`src/hw/rtl/cdq_pkg.sv`:
```
// Package of shared operation codes, status codes and control types for the circular deque.
`timescale 1ns / 1ps

package cdq_pkg;

    typedef enum logic [2:0] {
        MODE_PUSH_FRONT = 3'd0,
        MODE_PUSH_BACK  = 3'd1,
        MODE_POP_FRONT  = 3'd2,
        MODE_POP_BACK   = 3'd3,
        MODE_READ       = 3'd4
    } t_mode;

    typedef enum logic [1:0] {
        STAT_OK    = 2'd0,
        STAT_FULL  = 2'd1,
        STAT_EMPTY = 2'd2
    } t_status;

    // Response control that travels from the controller to the output stage.
    typedef struct packed {
        logic    done;
        t_status status;
        logic    fwd_front;
        logic    fwd_back;
    } t_resp_ctl;

endpackage

```
`src/hw/rtl/cdq_ram.sv`:
```
// Ring storage: one write port and two registered read ports.
`timescale 1ns / 1ps

module cdq_ram #(
    parameter int DEPTH = 16,
    parameter int WIDTH = 32,
    parameter int AW    = 4
) (
    input  logic             i_clk,
    input  logic             i_wr_en,
    input  logic [AW-1:0]    i_wr_addr,
    input  logic [WIDTH-1:0] i_wr_data,
    input  logic [AW-1:0]    i_rd_addr_a,
    input  logic [AW-1:0]    i_rd_addr_b,
    output logic [WIDTH-1:0] o_rd_data_a,
    output logic [WIDTH-1:0] o_rd_data_b
);

    logic [WIDTH-1:0] r_mem [DEPTH];

    always_ff @(posedge i_clk) begin
        if (i_wr_en) begin
            r_mem[i_wr_addr] <= i_wr_data;
        end
        o_rd_data_a <= r_mem[i_rd_addr_a];
        o_rd_data_b <= r_mem[i_rd_addr_b];
    end

endmodule

```
`src/hw/rtl/cdq_ctrl.sv`:
```
// Pointer and count control: decodes operations and drives the ring storage addresses.
`timescale 1ns / 1ps

module cdq_ctrl import cdq_pkg::*; #(
    parameter int CAPACITY = 16,
    parameter int AW       = 4,
    parameter int CW       = 5
) (
    input  logic          i_clk,
    input  logic          i_rst_n,
    input  logic          i_start,
    input  logic [2:0]    i_mode,
    output logic          o_busy,
    output logic          o_wr_en,
    output logic [AW-1:0] o_wr_addr,
    output logic [AW-1:0] o_rd_front_addr,
    output logic [AW-1:0] o_rd_back_addr,
    output logic [CW-1:0] o_count,
    output t_resp_ctl     o_resp
);

    localparam logic [AW-1:0] LAST_POS = AW'(CAPACITY - 1);
    localparam logic [CW-1:0] CAP_CNT  = CW'(CAPACITY);
    localparam logic [CW:0]   CAP_SUM  = (CW+1)'(CAPACITY);

    logic [AW-1:0] r_front, n_front;
    logic [CW-1:0] r_count, n_count;
    logic          r_busy;
    t_resp_ctl     r_resp;

    logic          accept, full, empty;
    t_status       status;
    logic [AW-1:0] prev_pos, next_pos;

    // Position offset into the ring; both operands stay below CAPACITY, so the
    // sum stays below twice CAPACITY and one subtract brings it back.
    function automatic logic [AW-1:0] ring_add(input logic [AW-1:0] pos,
                                               input logic [CW-1:0] off);
        logic [CW:0] sum;
        sum = (CW+1)'(pos) + (CW+1)'(off);
        if (sum >= CAP_SUM) begin
            sum = sum - CAP_SUM;
        end
        return sum[AW-1:0];
    endfunction

    always_comb begin
        accept   = i_start && !r_busy;
        full     = (r_count == CAP_CNT);
        empty    = (r_count == '0);
        prev_pos = (r_front == '0) ? LAST_POS : r_front - 1'b1;
        next_pos = (r_front == LAST_POS) ? '0 : r_front + 1'b1;

        n_front   = r_front;
        n_count   = r_count;
        o_wr_en   = 1'b0;
        o_wr_addr = r_front;
        status    = STAT_OK;

        if (accept) begin
            case (t_mode'(i_mode))
                MODE_PUSH_FRONT: begin
                    if (full) begin
                        status = STAT_FULL;
                    end else begin
                        n_front   = prev_pos;
                        o_wr_en   = 1'b1;
                        o_wr_addr = prev_pos;
                        n_count   = r_count + 1'b1;
                    end
                end
                MODE_PUSH_BACK: begin
                    if (full) begin
                        status = STAT_FULL;
                    end else begin
                        o_wr_en   = 1'b1;
                        o_wr_addr = ring_add(r_front, r_count);
                        n_count   = r_count + 1'b1;
                    end
                end
                MODE_POP_FRONT: begin
                    if (empty) begin
                        status = STAT_EMPTY;
                    end else begin
                        n_front = next_pos;
                        n_count = r_count - 1'b1;
                    end
                end
                MODE_POP_BACK: begin
                    if (empty) begin
                        status = STAT_EMPTY;
                    end else begin
                        n_count = r_count - 1'b1;
                    end
                end
                default: begin
                    // Read only, and the unused codes behave the same way.
                end
            endcase
        end

        // Reads always target the post-operation ends of the queue.
        o_rd_front_addr = n_front;
        o_rd_back_addr  = (n_count == '0) ? n_front : ring_add(n_front, n_count - 1'b1);
    end

    always_ff @(posedge i_clk) begin
        if (!i_rst_n) begin
            r_front <= '0;
            r_count <= '0;
            r_busy  <= 1'b1;
            r_resp  <= '{done: 1'b0, status: STAT_OK, fwd_front: 1'b0, fwd_back: 1'b0};
        end else begin
            r_front <= n_front;
            r_count <= n_count;
            r_busy  <= 1'b0;
            r_resp  <= '{done:      accept,
                         status:    status,
                         fwd_front: o_wr_en && (o_wr_addr == o_rd_front_addr),
                         fwd_back:  o_wr_en && (o_wr_addr == o_rd_back_addr)};
        end
    end

    assign o_busy  = r_busy;
    assign o_count = r_count;
    assign o_resp  = r_resp;

endmodule

```
`src/hw/rtl/circular_deque.sv`:
```
// Top level of the circular deque: controller, ring storage and result stage.
//
//   Channel   Direction  Transfer edge            Signals
//   command   in         start && !busy           i_mode, i_value
//   result    out        every edge with o_done   o_status, o_front_value, o_back_value,
//                                                 o_item_count, o_is_empty, o_is_full
//
// A command is taken at a rising edge with start high and busy low. Its result
// appears on the next cycle, strobed by o_done for exactly one cycle. Busy is
// low in every cycle after reset, so a new command may be taken in every cycle,
// including the cycle that presents the previous result; the rate is set by the
// single read-modify-write pass through the ring storage. The receiver cannot
// stall: each result is gone after its one cycle. Reset is synchronous and
// active low; busy stays high through the cycle in which reset is released. The
// storage needs no clearing pass, because only written entries are ever shown.
`timescale 1ns / 1ps

module circular_deque import cdq_pkg::*; #(
    parameter int CAPACITY   = 16,
    parameter int DATA_WIDTH = 32
) (
    input  logic                            i_clk,
    input  logic                            i_rst_n,
    input  logic                            start,
    output logic                            busy,
    input  logic [2:0]                      i_mode,
    input  logic [DATA_WIDTH-1:0]           i_value,
    output logic                            o_done,
    output logic [1:0]                      o_status,
    output logic [DATA_WIDTH-1:0]           o_front_value,
    output logic [DATA_WIDTH-1:0]           o_back_value,
    output logic [$clog2(CAPACITY+1)-1:0]   o_item_count,
    output logic                            o_is_empty,
    output logic                            o_is_full
);

    localparam int AW = $clog2(CAPACITY);
    localparam int CW = $clog2(CAPACITY + 1);
    localparam logic [CW-1:0] CAP_CNT = CW'(CAPACITY);

    logic                  wr_en;
    logic [AW-1:0]         wr_addr;
    logic [AW-1:0]         rd_front_addr;
    logic [AW-1:0]         rd_back_addr;
    logic [DATA_WIDTH-1:0] rd_front_data;
    logic [DATA_WIDTH-1:0] rd_back_data;
    logic [CW-1:0]         count;
    t_resp_ctl             resp;

    // Last input value, used when the entry read this cycle is the one being
    // written at the same edge (the storage returns the old contents then).
    logic [DATA_WIDTH-1:0] r_fwd_data;

    cdq_ctrl #(
        .CAPACITY (CAPACITY),
        .AW       (AW),
        .CW       (CW)
    ) u_ctrl (
        .i_clk           (i_clk),
        .i_rst_n         (i_rst_n),
        .i_start         (start),
        .i_mode          (i_mode),
        .o_busy          (busy),
        .o_wr_en         (wr_en),
        .o_wr_addr       (wr_addr),
        .o_rd_front_addr (rd_front_addr),
        .o_rd_back_addr  (rd_back_addr),
        .o_count         (count),
        .o_resp          (resp)
    );

    cdq_ram #(
        .DEPTH (CAPACITY),
        .WIDTH (DATA_WIDTH),
        .AW    (AW)
    ) u_ram (
        .i_clk       (i_clk),
        .i_wr_en     (wr_en),
        .i_wr_addr   (wr_addr),
        .i_wr_data   (i_value),
        .i_rd_addr_a (rd_front_addr),
        .i_rd_addr_b (rd_back_addr),
        .o_rd_data_a (rd_front_data),
        .o_rd_data_b (rd_back_data)
    );

    always_ff @(posedge i_clk) begin
        r_fwd_data <= i_value;
    end

    // The count register already holds the post-operation value while the
    // result is shown, so the flags follow from it directly. An empty queue
    // reports zero at both ends.
    assign o_done        = resp.done;
    assign o_status      = resp.status;
    assign o_item_count  = count;
    assign o_is_empty    = (count == '0);
    assign o_is_full     = (count == CAP_CNT);
    assign o_front_value = o_is_empty     ? '0 :
                           resp.fwd_front ? r_fwd_data : rd_front_data;
    assign o_back_value  = o_is_empty     ? '0 :
                           resp.fwd_back  ? r_fwd_data : rd_back_data;

    // Every accepted command produces exactly one result on the next cycle.
    a_one_result: assert property (@(posedge i_clk) disable iff (!i_rst_n)
        (start && !busy) |=> o_done)
        else $error("accepted command produced no result");

    a_no_stray_result: assert property (@(posedge i_clk) disable iff (!i_rst_n)
        !(start && !busy) |=> !o_done)
        else $error("result without an accepted command");

    // A refused push can only come from a full queue, a refused pop from an empty one.
    a_full_refusal: assert property (@(posedge i_clk) disable iff (!i_rst_n)
        (o_done && (o_status == STAT_FULL)) |-> o_is_full)
        else $error("full status while the queue is not full");

    a_empty_refusal: assert property (@(posedge i_clk) disable iff (!i_rst_n)
        (o_done && (o_status == STAT_EMPTY)) |-> o_is_empty)
        else $error("empty status while the queue is not empty");

    // With one item held, both read ports and the forwarding path must agree.
    a_single_item: assert property (@(posedge i_clk) disable iff (!i_rst_n)
        (o_done && (o_item_count == CW'(1))) |-> (o_front_value == o_back_value))
        else $error("front and back differ with a single item held");

endmodule

```
`config.mk`:
```
export PLATFORM = sky130hd
export DESIGN_NAME = circular_deque
export DESIGN_NICKNAME = d
export VERILOG_FILES = /design/src/hw/rtl/cdq_pkg.sv /design/src/hw/rtl/cdq_ram.sv /design/src/hw/rtl/cdq_ctrl.sv /design/src/hw/rtl/circular_deque.sv
export SDC_FILE = /design/constraint.sdc
export NUM_CORES = 1
export LEC_CHECK = 0
export BUFFER_PORTS_ARGS = -buffer_cell sky130_fd_sc_hd__buf_4
export CELL_PAD_IN_SITES_DETAIL_PLACEMENT = 0
export CELL_PAD_IN_SITES_GLOBAL_PLACEMENT = 1
export CORE_MARGIN = 5
export CORE_UTILIZATION = 56
export CTS_BUF_LIST = sky130_fd_sc_hd__clkbuf_4 sky130_fd_sc_hd__clkbuf_8
export DETAILED_ROUTE_END_ITERATION = 10
export PLACE_DENSITY_LB_ADDON = 0.1
export REMOVE_ABC_BUFFERS = 1
export SLEW_MARGIN = 20
export SYNTH_ARGS = -nofsm -noshare
export SYNTH_HDL_FRONTEND = slang
export SYNTH_HIERARCHICAL = 1
export SYNTH_SLANG_ARGS = --single-unit
export TNS_END_PERCENT = 100
```
`constraint.sdc`:
```
create_clock -name i_clk -period 6.05 [get_ports i_clk]
set_input_delay 0.3025 -clock i_clk [delete_from_list [all_inputs] [get_ports i_clk]]
set_output_delay 0.3025 -clock i_clk [all_outputs]
set_load 0.03 [all_outputs]
```
# Word-level counts from Yosys, hierarchy flattened
# Memory sizes are Yosys's and may differ from the RTL's. A register that Yosys moved wholly into a read port is not among the register bits.
# Cells that the tools add are included.
totals:
  regBits: 47
  memories: 1
  ram_bits: 512
mem_list:
  columns: ["name", "words", "width", "read_ports", "rd_ports_with_merged_regs", "wr", "line_no", "text"]
  rows:
  - ["u_ram.r_mem", 16, 32, 2, 2, 1, "cdq_ram.sv:19", "logic [WIDTH-1:0] r_mem [DEPTH];"]
op_classes:
  order_cmp: 2
  n_eq_ne: 7
  n_mux: 29
  reduce_logical: 11
  addsub: 9
op_table:
  columns: ["operator", "n"]
  rows:
  - ["two-way mux 32 bit", 4]
  - ["two-way mux 4 bit", 10]
  - ["one-hot mux 4 bit (2 select lines)", 2]
  - ["two-way mux 5 bit", 3]
  - ["adder 4 x 5 -> 6 bit", 2]
  - ["greater-or-equal comparator 6 x 5 -> 1 bit, second input constant", 2]
  - ["subtractor 4 x 1 -> 4 bit, second input constant", 3]
  - ["logical NOT 5 bit", 2]
  - ["one-hot mux 5 bit (2 select lines)", 1]
  - ["subtractor 5 x 1 -> 5 bit, second input constant", 2]
  - ["== test 4 bit", 2]
  - ["two-way mux 1 bit", 7]
  - ["== test 3 x 2 -> 1 bit, second input constant", 2]
  - ["adder 5 x 1 -> 5 bit, second input constant", 1]
  - ["== test 5 bit, second input constant", 1]
  - ["adder 4 x 1 -> 4 bit, second input constant", 1]
  - ["== test 4 bit, second input constant", 1]
  - ["logical NOT 4 bit", 1]
  - ["one-hot mux 2 bit (2 select lines)", 1]
  - ["OR reduction 2 bit", 2]
  - ["== test 3 x 1 -> 1 bit, second input constant", 1]
  - ["logical AND 1 bit", 3]
  - ["logical NOT 3 bit", 1]
  - ["two-way mux 2 bit", 1]
  - ["other kinds (2)", 2]

# Logic depth before layout (Yosys ltp)
# Gate-level depths: netlist of the first run.
logic_depth:
  word_depth: 11
  ltp_mapped: 19
  mapped_depth_nobuf: 17

# By module
# The synthesis of the first run kept the hierarchy.
modules_own_cells:
  columns: ["mod", "seq_area_each_um2", "cells_per_inst", "area_per_inst_um2", "instances"]
  rows:
  - ["cdq_ram", 16656.0, 1141, 24188.2, 1]
  - ["circular_deque", 640.6, 186, 1775.5, 1]
  - ["cdq_ctrl", 300.3, 194, 1600.3, 1]

# Least setup slack after synthesis of the first run
# No wires, ideal clock.
synth_path:
  path_type: "reg2reg"
  start: "register u_ctrl.r_count[1], in the netlist u_ctrl/o_count[1]"
  end: "memory u_ram.r_mem[0][0], enable pin"
  t_required_ns: 5.589
  period_less_slack_ns: 5.438
  path_stages_with_launch: 10
  arrival_ns: 4.977
  slack_ns: 0.612
  cell_sequence: "dfxtp_1 > inv_1 > ha_1 > and4bb_2 > or4b_1 > o211ai_1 > o31a_1 > o21ai_0 > or3b_2 > nor3_1"
synth_via:
  elab_chain_len: 6
synth_lines:
  columns: ["element", "line_no", "text"]
  rows:
  - ["start, declared", "cdq_ctrl.sv:27", "logic [CW-1:0] r_count, n_count;"]
  - ["start signal, assigned", "cdq_ctrl.sv:115", "r_count <= n_count;"]
  - ["adder 4 x 5 -> 6 bit", "cdq_ctrl.sv:40", "sum = (CW+1)'(pos) + (CW+1)'(off);"]
  - ["greater-or-equal comparator 6 x 5 -> 1 bit / subtractor 4 x 1 -> 4 bit (equally long branches)", "cdq_ctrl.sv:41, cdq_ctrl.sv:42", null]
  - ["two-way mux 4 bit", "cdq_ctrl.sv:41", "if (sum >= CAP_SUM) begin"]
  - ["two-way mux 4 bit", "cdq_ctrl.sv:73", "if (full) begin"]
  - ["one-hot mux 4 bit (2 select lines) (*)", "cdq_ctrl.sv:61", "case (t_mode'(i_mode))"]
  - ["two-way mux 4 bit (*)", "cdq_ctrl.sv:60", "if (accept) begin"]
  - ["net wr_addr[3]", "circular_deque.sv:42", "logic [AW-1:0] wr_addr;"]
  - ["end, declared", "cdq_ram.sv:19", null]
# The timed path passes the listed nets; every way through them passes the cells marked *.

# Worst setup path in the final report of the first run
layout_path:
  start: "register u_ctrl.r_count[1], in the netlist u_ctrl/o_count[1]"
  end: "register u_ram.o_rd_data_b[16] (read register of u_ram.r_mem)"
layout_lines:
  columns: ["element", "line_no", "text"]
  rows:
  - ["== test 5 bit / logical NOT 5 bit (equally long branches)", "cdq_ctrl.sv:49, cdq_ctrl.sv:50", null]
  - ["two-way mux 4 bit, on equally long branches", "cdq_ctrl.sv:63, cdq_ctrl.sv:82", null]
  - ["one-hot mux 4 bit (2 select lines) (*)", "cdq_ctrl.sv:61", null]
  - ["two-way mux 4 bit (*)", "cdq_ctrl.sv:60", null]
  - ["net rd_front_addr[0]", "circular_deque.sv:43", "logic [AW-1:0] rd_front_addr;"]
  - ["adder 4 x 5 -> 6 bit (*)", "cdq_ctrl.sv:40", null]
  - ["greater-or-equal comparator 6 x 5 -> 1 bit / subtractor 4 x 1 -> 4 bit (equally long branches)", "cdq_ctrl.sv:41, cdq_ctrl.sv:42", null]
  - ["two-way mux 4 bit (*)", "cdq_ctrl.sv:41", null]
  - ["two-way mux 4 bit (*)", "cdq_ctrl.sv:104", "o_rd_back_addr = (n_count == '0) ? n_front : ring_add(n_front, n_count - 1'b1);"]
  - ["net rd_back_addr[3]", "circular_deque.sv:44", "logic [AW-1:0] rd_back_addr;"]
  - ["end, declared", "cdq_ram.sv:16", "output logic [WIDTH-1:0] o_rd_data_b"]
# Marked as above.
# A chain may end at the register's enable or synchronous reset.

==> impl_metrics.tcl, run 1 <==
set metrics [dict create \
    status "completed" \
    endpoint "u_ram/o_rd_data_b[16]" \
    synth_top_cell_by_area "edfxtp_1" \
    cts_tree "done" \
    crit_path_end_kind "register" \
    final_antenna_net_count 0 \
    synth_area_um2 27560 \
    cts_resized 0 \
    fin_nets 1756 \
    via_per_inst 6.471 \
    place.gp.congestion 0.8294 \
    cts-root-buf "clkbuf_8" \
    synth_seq_cells 623 \
    synth-edff-count 512 \
    fin_ws_ns 0.4962 \
    core_um2 48850 \
    portBuffers 112 \
    pwr-share-clk_pct 38.9 \
    dr.first_iter.drc_count 1522 \
    hold_class "primary input to register" \
    final_util_pct 65.12 \
    die_width_um 231.9 \
    synth-main-ff-cell "edfxtp_1" \
    routedWlPerCell_um 28.49 \
    maxCapViolCount 0 \
    worstPathMaxFanout 32 \
    cts_made_buffers 100 \
    maxSlewViolCount 0 \
    crit_arrival_ns 6.18 \
    tns_ns 0 \
    drive_above_1_share_pct 35.73 \
    synthTopCellsByArea "edfxtp_1, mux4_2, dfxtp_1" \
    combPwrFrac_pct 11.7 \
    synthDistinctLibCells 67 \
    power_frac_seq_pct 49.4 \
    start_util_pct 56.43 \
    pin_count 113 \
    leakage_nw 10.32 \
    vias 15890 \
    post-route-min-period_ns 5.554 \
    post_cts_buffers 0 \
    ir_worst_vdd_uv 288.6 \
    die_h_um 231.9 \
    crit_start "u_ctrl/o_count[1]" \
    drc 0 \
    seq_area_frac_synth_pct 63.84 \
    fin_crit_sh_pct 91.80 \
    worst_clock_skew_ns 0.02713 \
    syn2layout_area_growth_pct 15.41 \
    grt_max_degree 133 \
    dieArea_um2 53760 \
    switchingPower_mw 2.360 \
    num_antenna_cells 0 \
    grt_pass1_vias 16490 \
    instances_no_fill 2455 \
    place_hpwl_um 38130 \
    p_int_mw 7.396 \
    cts.sinks 623 \
    cts.htree.levels 3 \
    clkSlewWorstSetupHoldPaths_ns 0.06 \
    grt_pass1_wl_um 103600 \
    synthTopCellsByCount "edfxtp_1, mux4_2, a22oi_1" \
    pre_cts_ws_ns 0.5001 \
    reg2regPathDepth 16 \
    r2r-start "u_ctrl/o_count[1]" \
    r2r_setup_slack_ns 0.50 \
    rr_endpoint "u_ram/o_rd_data_b[16]" \
    fmax_mhz 180.1 \
    setup.worst_path.class "register to register" \
    rsz0062_at_grt "false" \
    dr.pass1.iters 7 \
    relSlewSlack_pct 21.16 \
    report.final.hold_viol_count 0 \
    routed_wl_um 69950 \
    netlist_instances 1521 \
    antenna_found_initial 0 \
    fp-row-count 81 \
    ctsLongestPathBuffers 3 \
    p_per_area_nw_per_um2 306.7 \
    gr-total-overflow 0 \
    cp-start-kind "register" \
    yosysWarnings 6 \
    switching_share_pct 24.19 \
    setup_viol 0 \
    synth_top_cell_area_share_pct 55.78 \
    grt_util_all_layers_pct 26.16 \
    dp.cells 2228 \
    tightest_slew_ns 1.183 \
    clk_latency_ns 0.70 \
    synthArstFlopShare_pct 0 \
    synth.most_common_cell "edfxtp_1" \
    syn-mean-instance-area_um2 18.12 \
    cp.required_ns 6.68 \
]
## layout by cell type (no fill, tap or decap), types with 3 or more instances in the layout
| master | Yosys | final |
|---|---|---|
| nor3_2 | 0 | 4 |
| o211ai_1 | 3 | 3 |
| buf_4 | 26 | 153 |
| dlygate4sd3_1 | 0 | 36 |
| xnor2_1 | 6 | 6 |
| clkbuf_8 | 0 | 119 |
| nor2_4 | 0 | 14 |
| nand3_1 | 9 | 9 |
| nor2b_4 | 0 | 4 |
| dfxtp_1 | 111 | 109 |
| a22oi_1 | 129 | 129 |
| nor2_1 | 29 | 15 |
| buf_12 | 0 | 7 |
| mux4_2 | 256 | 256 |
| nand3b_1 | 4 | 4 |
| inv_1 | 13 | 11 |
| nand2b_1 | 4 | 4 |
| o21a_1 | 3 | 3 |
| edfxtp_1 | 512 | 512 |
| nand2_1 | 76 | 76 |
| clkbuf_4 | 0 | 32 |
| a21o_1 | 5 | 5 |
| o21ai_0 | 9 | 9 |
| a21oi_1 | 73 | 73 |
| and2_1 | 10 | 7 |
| clkinvlp_4 | 0 | 3 |
| bufinv_16 | 0 | 3 |
| or2_1 | 4 | 4 |
| nor3_1 | 11 | 7 |
| ha_1 | 13 | 13 |
| xor2_1 | 4 | 4 |
| mux2i_1 | 64 | 64 |
| clkinv_1 | 0 | 10 |
| clkinv_2 | 0 | 19 |
## final cells by class
cell class,instances,area [µm²]
clock inverters,39,295.3
fillers,3440,17040
clock buffers,151,1878
multi-input cells,769,9503
inverters,13,56.30
well taps,664,830.8
flip-flops and latches,623,17600
repair buffers,196,1649
## timing repair
action	CTS	global route
endpoints found under the setup margin	0	1
hold buffers	36	0
hold endpoints to repair	551	0
## how the worst min path moves through the flow
stage                             endpoint        start  depth (start not counted)  slack (ns)
after floorplan              r_fwd_data[0]   i_value[0]                          0        0.33
after CTS                 u_ctrl/o_resp[2]    i_mode[2]                          3       0.007
final                     u_ctrl/o_resp[2]    i_mode[2]                          3        0.07
after detailed placement    r_fwd_data[26]  i_value[26]                          1        0.53
after global routing      u_ctrl/o_resp[2]    i_mode[2]                          3        0.06
after global placement       r_fwd_data[9]   i_value[9]                          1        0.53
## power groups by stage
stage	registers [mW]	clock network, mW	logic (mW)
4_1_cts	4.82	3.87	1.14
2_1_floorplan	4.87	0	0.801
6_report	4.82	3.80	1.14
5_1_grt	4.83	4.07	1.22
3_3_place_gp	4.91	0	1.10
3_5_place_dp	4.91	0	1.12
## kinds of logic (layout without fill, tap and decap cells)
group,count (synthesis),count (layout),synth area share (%)
buf+inv,130,399,2.415
compound gates,247,247,6.119
flops,623,623,63.84
mux,321,321,23.28
fa+ha+maj,15,15,0.7354
simple gates,174,175,3.209
xor+xnor,11,11,0.3994
## metrics by stage
step	hold slack (ns)	power (mW)	instance area, µm²
global route	0.05730	10.11	31810
CTS	0.006915	9.832	31800
floorplan	0.3302	5.675	26950
global placement	0.5253	6.016	29270
detailed placement	0.5282	6.029	29270
finish	0.06548	9.756	31810
## layer usage
metal  up-vias  routed length, µm  GRT usage (%)
met5         -                  0              0
met4         0               2015          7.810
met3       136               5113          5.197
met2       687              35840          44.82
met1      8314              26980          34.45
li1       6750                  -              -
## worst max-delay path: stages, from the launching register on
cell and delay [ns]:
dfxtp_1 0.41, inv_1 0.17, ha_1 0.23, nand4bb_1 0.39, o21ai_0 0.42, o2bb2ai_1 0.10, a22oi_1 0.53, inv_8 0.24
ha_1 0.32, a21o_1 0.19, a21oi_1 0.18, xnor3_1 0.34, nor3_1 0.23, or2_1 0.39, and2_2 1.01, a22oi_1 0.21
nand2_1 0.12
## state kept, by name (all words and copies together) (netlist names)
register	flops
u_ram/o_rd_data_a	32
u_ram/o_rd_data_b	32
r_fwd_data	32
u_ram/r_mem	512
u_ctrl/o_resp	5
u_ctrl/o_busy	1
u_ctrl/o_count	5
u_ctrl/r_front	4
No activity file was read; power rests on OpenSTA's default activity.
==> run 2, diff against run 1 <==
- MAX_ROUTING_LAYER: default -> met4
==> impl_metrics.tcl, run 2 (synthesis results as in run 1) <==
set metrics [dict create \
    p_per_area_nw_per_um2 306.7 \
    rr_endpoint "u_ram/o_rd_data_b[16]" \
    grt_max_degree 133 \
    portBuffers 112 \
    fmax_mhz 179.7 \
    largest_reg_flops 512 \
    clkSlewWorstSetupHoldPaths_ns 0.06 \
    vias 15840 \
    dr.pass1.iters 5 \
    cts.sinks 623 \
    crit_arrival_ns 6.19 \
    ir_worst_vdd_uv 290.1 \
    power_frac_seq_pct 49.4 \
    power_mw 9.756 \
    maxSlewViolCount 0 \
    final_common_cell "edfxtp_1" \
    cp.required_ns 6.67 \
    clk_latency_ns 0.70 \
    instances_no_fill 2455 \
    setup.worst_path.class "register to register" \
    cts_resized 0 \
    met3WireLength_um 5126 \
    worstHoldPathCells 3 \
    critPathMaxStageDelay_ns 1.00 \
    slowest_stage "and2_2" \
    die_h_um 231.9 \
    die_width_um 231.9 \
    grt_pass1_wl_um 103600 \
    drc 0 \
    crit_path_end_kind "register" \
    antenna_found_initial 0 \
    r2r-start "u_ctrl/o_count[1]" \
    holdPathEnd "u_ctrl/o_resp[2]" \
    grt_pass1_vias 16490 \
    relSlewSlack_pct 21.56 \
    final_util_pct 65.12 \
    routed-wl-met2_um 35880 \
    syn2layout_area_growth_pct 15.41 \
    r2r_setup_slack_ns 0.49 \
    reg2regPathDepth 16 \
    path_cells "inv_1, ha_1, nand4bb_1, o21ai_0, o2bb2ai_1, a22oi_1, inv_8, ha_1, a21o_1, a21oi_1, xnor3_1, nor3_1, or2_1, and2_2, a22oi_1, nand2_1" \
    worstPathMaxFanout 32 \
    post-route-min-period_ns 5.564 \
    cts_tree "done" \
    layout_common_cells "edfxtp_1, mux4_2, buf_4, a22oi_1, clkbuf_8" \
    cts-root-buf "clkbuf_8" \
    drive_above_1_share_pct 35.73 \
    post_cts_buffers 0 \
    highest_layer "met4" \
    rsz0062_at_grt "false" \
    dieArea_um2 53760 \
    pin_count 113 \
    grt_util_all_layers_pct 26.97 \
    hold_class "primary input to register" \
    placed_area_um2 29270 \
    dp.cells 2228 \
    holdCritStartpoint "i_mode[2]" \
    routedWlPerCell_um 28.51 \
    fp-row-count 81 \
    status "completed" \
    switching_share_pct 24.19 \
    fin_nets 1756 \
    whs_ns 0.06598 \
    design_area_um2 31810 \
    fill_cells 3440 \
    report.final.hold_viol_count 0 \
    setup_viol 0 \
    final_antenna_net_count 0 \
    start_util_pct 56.43 \
    switchingPower_mw 2.360 \
    top_register "u_ram/r_mem" \
    p_int_mw 7.396 \
    cp-start-kind "register" \
    dr.first_iter.drc_count 1592 \
    ctsLongestPathBuffers 3 \
    routed_wl_um 69980 \
    combPwrFrac_pct 11.7 \
    core_um2 48850 \
    leakage_nw 10.32 \
    pwr-share-clk_pct 38.9 \
    gr-total-overflow 0 \
    maxCapViolCount 0 \
    cts_made_buffers 100 \
    place.gp.congestion 0.8421 \
    num_antenna_cells 0 \
    fin_crit_sh_pct 91.96 \
    tightest_slew_ns 1.177 \
    cts.htree.levels 3 \
    wl_met1_um 27040 \
    place_hpwl_um 38130 \
    via_per_inst 6.454 \
    worst_clock_skew_ns 0.02730 \
]
run 2: cell counts in the layout (fill, tap and decap cells not counted):
No cell type changed its count.
run 2: critical path, delay by kind of cell, from the launching register on:
family	cells	cell delay, ns
buffers and inverters	2	0.41
DFF	1	0.41
AOI/OAI and AO/OA	6	1.65
adders and majority gates	2	0.55
and+or+nand+nor	5	2.13
xor gates and xnor gates	1	0.34
run 2: timing repair:
action | in CTS | in global routing
hold endpoints to repair | 551 | 0
hold buffers | 36 | 0
setup endpoints to repair | 0 | 1
run 2: cell type report:
| type | count | area (µm²) | share of cell area, % |
|---|---|---|---|
| flip-flops and latches | 623 | 17600 | 55.32 |
| clock buffers | 151 | 1878 | 5.904 |
| repair buffers | 196 | 1649 | 5.184 |
| multi-input cells | 769 | 9503 | 29.87 |
| inverters | 13 | 56.30 | 0.1770 |
| well taps | 664 | 830.8 | 2.612 |
| clock inverters | 39 | 295.3 | 0.9282 |
run 2: per-layer routing:
metal  vias up  track usage, %
met5         -               -
met4         0           7.810
met3       128           5.124
met2       668           44.86
met1      8304           34.50
li1       6744               -
run 2: stage by stage:
step                worst slack (ns)  setup TNS [ns]
detailed placement            0.5001               0
floorplan                     -6.854         -259.73
CTS                           0.4588               0
global placement              0.6801               0
global route                 0.02429               0
finish                        0.4864               0
run 2: worst max path at each step:
stage / endpoint / slack [ns] / startpoint
after floorplan: u_ram/o_rd_data_b[0] / -6.85 / u_ctrl/o_count[1]
final: u_ram/o_rd_data_b[16] / 0.49 / u_ctrl/o_count[1]
after detailed placement: u_ram/o_rd_data_b[30] / 0.50 / u_ctrl/o_count[1]
after CTS: u_ram/o_rd_data_b[29] / 0.46 / u_ctrl/o_count[1]
after global placement: u_ram/o_rd_data_b[13] / 0.68 / u_ctrl/o_count[1]
after global routing: u_ram/o_rd_data_b[16] / 0.02 / u_ctrl/o_count[1]
run 2: power by group through the flow:
| stage | logic (mW) | registers, mW | clock network (mW) |
|---|---|---|---|
| floorplan | 0.801 | 4.87 | 0 |
| global placement | 1.10 | 4.91 | 0 |
| detailed placement | 1.12 | 4.91 | 0 |
| CTS | 1.14 | 4.82 | 3.87 |
| global route | 1.22 | 4.83 | 4.07 |
| finish | 1.14 | 4.82 | 3.80 |
